--- src/rtl/core/alle_pkg.sv ---
// Package for the linked list engine: field widths, command codes, and the
// control and status structs between controller and datapath. No dependencies.
`default_nettype none

package alle_pkg;

  // Field widths fixed by the item format
  localparam int unsigned ALLE_MODE_W  = 3;
  localparam int unsigned ALLE_LINK_W  = 7;
  localparam int unsigned ALLE_VAL_W   = 56;
  localparam int unsigned ALLE_IDX_W   = 6;
  localparam int unsigned ALLE_FAULT_W = 2;

  // Parameter defaults
  localparam int unsigned ALLE_DEPTH       = 64;
  localparam int unsigned ALLE_VALUE_CHARS = 7;

  typedef enum logic [ALLE_MODE_W-1:0] {
    MODE_LOAD   = 3'd0,
    MODE_HEAD   = 3'd1,
    MODE_INSERT = 3'd2,
    MODE_REMOVE = 3'd3,
    MODE_DUMP   = 3'd4
  } mode_e;

  typedef enum logic [ALLE_FAULT_W-1:0] {
    FAULT_OK   = 2'd0,
    FAULT_FULL = 2'd1,
    FAULT_NONE = 2'd2
  } fault_e;

  // Read address source
  typedef enum logic [1:0] {
    RA_POS  = 2'd0,
    RA_HEAD = 2'd1,
    RA_LINK = 2'd2
  } rd_sel_e;

  // Link write address source
  typedef enum logic {
    LWA_ALLOC = 1'b0,
    LWA_POS   = 1'b1
  } lw_addr_e;

  // Link write data source
  typedef enum logic [1:0] {
    LWD_LINK_IN = 2'd0,
    LWD_HEAD    = 2'd1,
    LWD_RD_LINK = 2'd2,
    LWD_ALLOC   = 2'd3
  } lw_data_e;

  // Head register update source
  typedef enum logic [1:0] {
    HD_POS     = 2'd0,
    HD_ALLOC   = 2'd1,
    HD_RD_LINK = 2'd2
  } head_sel_e;

  // Kind of result written into the output register
  typedef enum logic [2:0] {
    EM_ALLOC = 3'd0,
    EM_NODE  = 3'd1,
    EM_FULL  = 3'd2,
    EM_NONE  = 3'd3,
    EM_EMPTY = 3'd4
  } emit_e;

  typedef struct packed {
    logic      take;
    logic      rd_en;
    rd_sel_e   rd_sel;
    logic      val_we;
    logic      link_we;
    lw_addr_e  lw_addr;
    lw_data_e  lw_data;
    logic      head_we;
    head_sel_e head_sel;
    logic      alloc_inc;
    logic      k_clr;
    logic      k_inc;
    logic      emit;
    emit_e     emit_kind;
    logic      emit_last;
  } cmd_t;

  typedef struct packed {
    logic                   in_fire;
    logic [ALLE_MODE_W-1:0] mode;
    logic                   pos_neg;
    logic                   pos_ok;
    logic                   head_ok;
    logic                   full;
    logic                   link_ok;
    logic                   dump_last;
    logic                   out_free;
  } status_t;

endpackage

`default_nettype wire

--- src/rtl/core/alle_ctrl.sv ---
// Controller of the linked list engine: one-hot state machine that sequences
// store reads, writes and result emission. Uses alle_pkg.
`default_nettype none

module alle_ctrl import alle_pkg::*; (
  input  wire logic clk_i,
  input  wire logic rst_ni,
  input  status_t   status_i,
  output cmd_t      cmd_o
);

  typedef enum logic [7:0] {
    S_IDLE       = 8'b0000_0001,
    S_DECODE     = 8'b0000_0010,
    S_INS_LINK   = 8'b0000_0100,
    S_INS_FIX    = 8'b0000_1000,
    S_REM_HEAD   = 8'b0001_0000,
    S_REM_FIND   = 8'b0010_0000,
    S_REM_UNLINK = 8'b0100_0000,
    S_DUMP       = 8'b1000_0000
  } state_e;

  state_e state_q, state_d;

  always_ff @(posedge clk_i or negedge rst_ni) begin
    if (!rst_ni) begin
      state_q <= S_IDLE;
    end else begin
      state_q <= state_d;
    end
  end

  // Issue commands and pick the next state
  always_comb begin
    cmd_o   = '0;
    state_d = state_q;
    case (state_q)
      S_IDLE: begin
        cmd_o.take = 1'b1;
        if (status_i.in_fire) begin
          state_d = S_DECODE;
        end
      end

      S_DECODE: begin
        case (mode_e'(status_i.mode))
          MODE_LOAD: begin
            if (status_i.out_free) begin
              cmd_o.emit = 1'b1;
              state_d    = S_IDLE;
              if (status_i.full) begin
                cmd_o.emit_kind = EM_FULL;
              end else begin
                cmd_o.emit_kind = EM_ALLOC;
                cmd_o.val_we    = 1'b1;
                cmd_o.link_we   = 1'b1;
                cmd_o.lw_addr   = LWA_ALLOC;
                cmd_o.lw_data   = LWD_LINK_IN;
                cmd_o.alloc_inc = 1'b1;
              end
            end
          end

          MODE_HEAD: begin
            cmd_o.head_we  = 1'b1;
            cmd_o.head_sel = HD_POS;
            state_d        = S_IDLE;
          end

          MODE_INSERT: begin
            if (!status_i.pos_neg && status_i.pos_ok && !status_i.full) begin
              // fetch the successor of the target node
              cmd_o.rd_en  = 1'b1;
              cmd_o.rd_sel = RA_POS;
              state_d      = S_INS_LINK;
            end else if (status_i.out_free) begin
              cmd_o.emit = 1'b1;
              state_d    = S_IDLE;
              if (!status_i.pos_neg) begin
                cmd_o.emit_kind = status_i.pos_ok ? EM_FULL : EM_NONE;
              end else if (status_i.full) begin
                cmd_o.emit_kind = EM_FULL;
              end else begin
                cmd_o.emit_kind = EM_ALLOC;
                cmd_o.val_we    = 1'b1;
                cmd_o.link_we   = 1'b1;
                cmd_o.lw_addr   = LWA_ALLOC;
                cmd_o.lw_data   = LWD_HEAD;
                cmd_o.head_we   = 1'b1;
                cmd_o.head_sel  = HD_ALLOC;
                cmd_o.alloc_inc = 1'b1;
              end
            end
          end

          MODE_REMOVE: begin
            if (status_i.pos_neg && status_i.head_ok) begin
              cmd_o.rd_en  = 1'b1;
              cmd_o.rd_sel = RA_HEAD;
              state_d      = S_REM_HEAD;
            end else if (!status_i.pos_neg && status_i.pos_ok) begin
              cmd_o.rd_en  = 1'b1;
              cmd_o.rd_sel = RA_POS;
              state_d      = S_REM_FIND;
            end else if (status_i.out_free) begin
              cmd_o.emit      = 1'b1;
              cmd_o.emit_kind = EM_NONE;
              state_d         = S_IDLE;
            end
          end

          MODE_DUMP: begin
            if (status_i.head_ok) begin
              cmd_o.rd_en  = 1'b1;
              cmd_o.rd_sel = RA_HEAD;
              cmd_o.k_clr  = 1'b1;
              state_d      = S_DUMP;
            end else if (status_i.out_free) begin
              cmd_o.emit      = 1'b1;
              cmd_o.emit_kind = EM_EMPTY;
              state_d         = S_IDLE;
            end
          end

          default: state_d = S_IDLE;
        endcase
      end

      // New node takes the old successor and the value
      S_INS_LINK: begin
        cmd_o.val_we  = 1'b1;
        cmd_o.link_we = 1'b1;
        cmd_o.lw_addr = LWA_ALLOC;
        cmd_o.lw_data = LWD_RD_LINK;
        state_d       = S_INS_FIX;
      end

      // Point the target node at the new node and report it
      S_INS_FIX: begin
        if (status_i.out_free) begin
          cmd_o.link_we   = 1'b1;
          cmd_o.lw_addr   = LWA_POS;
          cmd_o.lw_data   = LWD_ALLOC;
          cmd_o.alloc_inc = 1'b1;
          cmd_o.emit      = 1'b1;
          cmd_o.emit_kind = EM_ALLOC;
          state_d         = S_IDLE;
        end
      end

      S_REM_HEAD: begin
        if (status_i.out_free) begin
          cmd_o.head_we   = 1'b1;
          cmd_o.head_sel  = HD_RD_LINK;
          cmd_o.emit      = 1'b1;
          cmd_o.emit_kind = EM_NODE;
          cmd_o.emit_last = 1'b1;
          state_d         = S_IDLE;
        end
      end

      // Successor known: fetch it, or report that there is none
      S_REM_FIND: begin
        if (status_i.link_ok) begin
          cmd_o.rd_en  = 1'b1;
          cmd_o.rd_sel = RA_LINK;
          state_d      = S_REM_UNLINK;
        end else if (status_i.out_free) begin
          cmd_o.emit      = 1'b1;
          cmd_o.emit_kind = EM_NONE;
          state_d         = S_IDLE;
        end
      end

      S_REM_UNLINK: begin
        if (status_i.out_free) begin
          cmd_o.link_we   = 1'b1;
          cmd_o.lw_addr   = LWA_POS;
          cmd_o.lw_data   = LWD_RD_LINK;
          cmd_o.emit      = 1'b1;
          cmd_o.emit_kind = EM_NODE;
          cmd_o.emit_last = 1'b1;
          state_d         = S_IDLE;
        end
      end

      // Emit the fetched node and, unless it is the last, fetch the next one in the same cycle
      S_DUMP: begin
        if (status_i.out_free) begin
          cmd_o.emit      = 1'b1;
          cmd_o.emit_kind = EM_NODE;
          cmd_o.emit_last = status_i.dump_last;
          if (status_i.dump_last) begin
            state_d = S_IDLE;
          end else begin
            cmd_o.rd_en  = 1'b1;
            cmd_o.rd_sel = RA_LINK;
            cmd_o.k_inc  = 1'b1;
          end
        end
      end

      default: state_d = S_IDLE;
    endcase
  end

endmodule

`default_nettype wire

--- config.mk ---
export PLATFORM = sky130hd
export DESIGN_NAME = alle_ctrl
export DESIGN_NICKNAME = d
export VERILOG_FILES = /design/src/rtl/core/alle_pkg.sv /design/src/rtl/core/alle_ctrl.sv
export SDC_FILE = /design/constraint.sdc
export NUM_CORES = 1
export LEC_CHECK = 0
export BUFFER_PORTS_ARGS = -buffer_cell sky130_fd_sc_hd__clkbuf_2
export CAP_MARGIN = 10
export CORE_ASPECT_RATIO = 0.75
export CORE_UTILIZATION = 55
export DETAILED_ROUTE_END_ITERATION = 8
export PLACE_DENSITY = 0.85
export SYNTH_ARGS = -nofsm -noshare
export SYNTH_HDL_FRONTEND = slang
export SYNTH_SLANG_ARGS = --single-unit
--- constraint.sdc ---
create_clock -name clk_i -period 2.5 [get_ports clk_i]
set_input_delay 0.25 -clock clk_i [delete_from_list [all_inputs] [get_ports clk_i]]
set_output_delay 0.25 -clock clk_i [all_outputs]
set_load 0.02 [all_outputs]
==> impl_results.md <==
* Status: completed
* Vias per cell at between 6 and 7
* Initial antenna violation count at 0
* Final Cycle Share at a little over nine tenths
* Peak supply drop at around 0.44 mV
* Clock net sink count at 8
* Fillers at around 160
* Worst Setup Slack post-DPL at approximately 0.34 ns
* Slew Limit Headroom at between 60% and 70%
* ANT nets after route at 0
* Top flop regs: state_q x8
* Crit path required time at between 2 and 2.5 ns
* Total track usage at roughly 31%
* Area delta synth->final at 16.96%
* Vias at about 1200
* WL/cell at 16.35 um
* Slowest CP cell: dfrtp_1
* Critical Path Max Stage Delay at about 0.56 ns
* Clk slew on worst S/H paths at 0.06 ns
* Final setup margin at approximately 0.1 ns
* Largest net degree at the start of global routing at 15
* Initial drt markers at roughly 100
* Number of flip-flops in the largest register at 8
* Drc violations at 0
* Share of cells above drive strength 1 at between 30% and 40%
* Slew @ Worst Pin at 0.4958 ns
* Ys async rst share at between 90% and 100%
* RSZ-0062 raised after global routing: false
* Placer Congestion at slightly above 1
* CP Capture Type: output pin
* First-pass iteration count of the detailed router at 5
* Worst-skew pair later-pin latency at 0.27 ns
* Multi-input gate area at between 700 and 800 sq um
* Final Setup Violations at 0
* Crit path max-delay family: simple AND/OR/NAND/NOR gates
* Data arrival, critical path at 2.15 ns
* Post-DP HPWL at about 2.5 mm
* First-pass GRT wire length at around 4.6 mm
* # rows at 13
* Max FO, Critical Path at 13
* Final Max Tran Viols at 0
* Initial Util at between 50% and 60%
* CTS Buf Count at 3
* Critical Path Start Type: register
* CP Cell Sequence: nor2_1 -> nand4_4 -> nand2b_4 -> nor3_2 -> o31a_1 -> clkbuf_2
* Routing usage on met1 at 45.56%
* Die extent in x at 52.75 um
* Critical path buffers and inverters at 1
* Routed WL at about 3.2 mm
* EDFF count, synth at 0
* Cell Area, Placed at 1202 sq um
* Final Hold Vio Count at 0
* Ports at 33
* Post-synth net total at between 150 and 200
* Power Dens Cells at around 450 nW/um^2
* Synthesized area at around 1100 sq um
* Diode count at 0
* Dpl cells at around 190
* Setup_tns at 0 ns
* Die area at between 2000 and 2500 sq um
* Post-synthesis sequential area ratio at around a fifth
* Post-synthesis instance total at 143
* Core ar. at between 1500 and 2000 sq um
* Met2 Track Usage GR at 45.89%
* H-tree depth at 1
* Layout Nets at 186
* Worst Skew at approximately 0.0057 ns
* Synthesized area per cell at around 7.4 sq um
* Final Util at between 70% and 80%
* Yosys reg bits at 8
* GRT Max-Usage Layer: met2
* CP Class: reg -> out
* Final std cell area, no fill at roughly 1200 sq um
* Max Buffers Root-to-Sink at 2
* Leak at 0.5772 nW
* Number of global-route vias before repair at slightly above 900
* GR met3 Demand/Resource at 9.091%
* Yosys cell types at 43
* YS warnings at 0
* Minimum clock period at 2.400 ns
* Root Buffer: clkbuf_4
* Register area at around 200 sq um
* Worst Hold Class: in -> reg
* IO Port Bufs at 32
* Ys flop type: dfrtp_1
* Max cap viols at 0
* Largest register by flop count: state_q
* Fmax at around 420 MHz
* Die Y at 40.06 um
* TritonCTS clock tree: yes
* Layout Cells excl Fill at roughly 190
* Total gr overflow at 0
## what timing repair did
action | CTS | global route
setup buffers | 0 | 0
setup endpoints to repair | 0 | 7
gates resized for setup | 0 | 2
hold buffers | 1 | 0
endpoints found under the hold margin | 7 | 0
## through the flow
stage	power, W	hold WS, ns
after floorplan	0.0003701	-0.04559
after global placement	0.0004339	0.1142
after detailed placement	0.0004389	0.1172
after CTS	0.0005563	0.3086
after global routing	0.0005961	0.3359
final	0.0005591	0.3202
## synthesized netlist by cell type, types with 2 or more instances
cell type,n,area (sq um)
a41oi_1,3,26.28
buf_6,2,22.52
nand2_1,17,63.81
nor3_1,3,15.01
nor2b_1,3,18.77
or2_1,2,12.51
nor2_1,18,67.56
buf_2,2,10.01
nand2b_1,6,37.54
o21ai_0,7,35.03
o31a_1,2,17.52
a21oi_1,6,30.03
o311ai_1,2,17.52
nand3_1,7,35.03
a32oi_1,2,17.52
o311ai_2,2,32.53
nor4_2,2,25.02
nand4_1,7,43.79
nor3_2,4,40.04
nor4b_1,3,26.28
dfrtp_1,7,175.2
inv_1,9,33.78
o32ai_1,2,17.52
nor4b_2,2,30.03
clkbuf_1,4,15.01
a31oi_1,2,12.51
## power breakdown
part	switching [W]	internal, W	leakage, nW	total, W
Clock	0.0000536	0.0000617	0.0150	0.000115
Sequential	0.0000339	0.000151	0.106	0.000184
Combinational	0.000152	0.000108	0.456	0.000259
Total	0.000239	0.000320	0.577	0.000559
## area by class of cell
class	instances	share of cell area [%]
Multi-Input combinational cell	118	62.94
Inverter	9	2.719
Clock buffer	4	2.115
Sequential cell	8	16.31
Tap cell	22	2.216
Timing Repair Buffer	33	13.70
## worst min-delay path, delay by kind of cell
family	cells	cell delay, ns
buffers and inverters	1	0.10
AND/OR/NAND/NOR	2	0.20
## per-layer routing
layer / up-vias / wire length [um]
met3: 2 / 342
met2: 85 / 1356
li1: 593 / -
met1: 560 / 1461
met4: 0 / 10
met5: - / 0
## path summary, 6_finish.rpt
check | start | end | slack, ns | depth (start not counted)
worst max-delay path | state_q[6]$_DFFE_PN0P_ | cmd_o[1] | 0.10 | 6
worst max register to register | state_q[5]$_DFFE_PN0P_ | state_q[1]$_DFFE_PN0P_ | 0.72 | 4
max in group asynchronous | rst_ni | state_q[0]$_DFFE_PN1P_ | 1.88 | 2
worst min-delay path | status_i[2] | state_q[6]$_DFFE_PN0P_ | 0.32 | 3
worst min register to register | state_q[0]$_DFFE_PN1P_ | state_q[0]$_DFFE_PN1P_ | 0.65 | 2
min in group asynchronous | rst_ni | state_q[2]$_DFFE_PN0P_ | 0.36 | 2
## placed cells by master, fill, tap and decap left out, types with 2 or more instances in the layout
cell type,instances
o31a_1,2
o32ai_1,2
or2_1,2
clkbuf_4,3
nor3_1,3
nor4b_2,2
nand3_1,7
nor4_2,2
inv_1,9
a31oi_1,2
nor3_2,4
nor2_1,17
dfrtp_1,6
o311ai_2,2
nor2b_1,3
clkbuf_2,32
nand4_1,7
o21ai_0,7
nor4b_1,3
a41oi_1,3
a21oi_1,6
a32oi_1,2
o311ai_1,2
nand2b_1,6
nand2_1,17
## cell families (layout without fill, tap and decap cells)
family | count (synthesis) | count (layout) | synth area share (%)
AOI/OAI and AO/OA | 33 | 33 | 23.44
muxes | 2 | 2 | 2.002
and+or+nand+nor | 81 | 81 | 46.29
buffers and inverters | 17 | 46 | 7.655
xor gates and xnor gates | 2 | 2 | 1.649
DFF | 8 | 8 | 18.96
(Power assumes the default switching activity.)
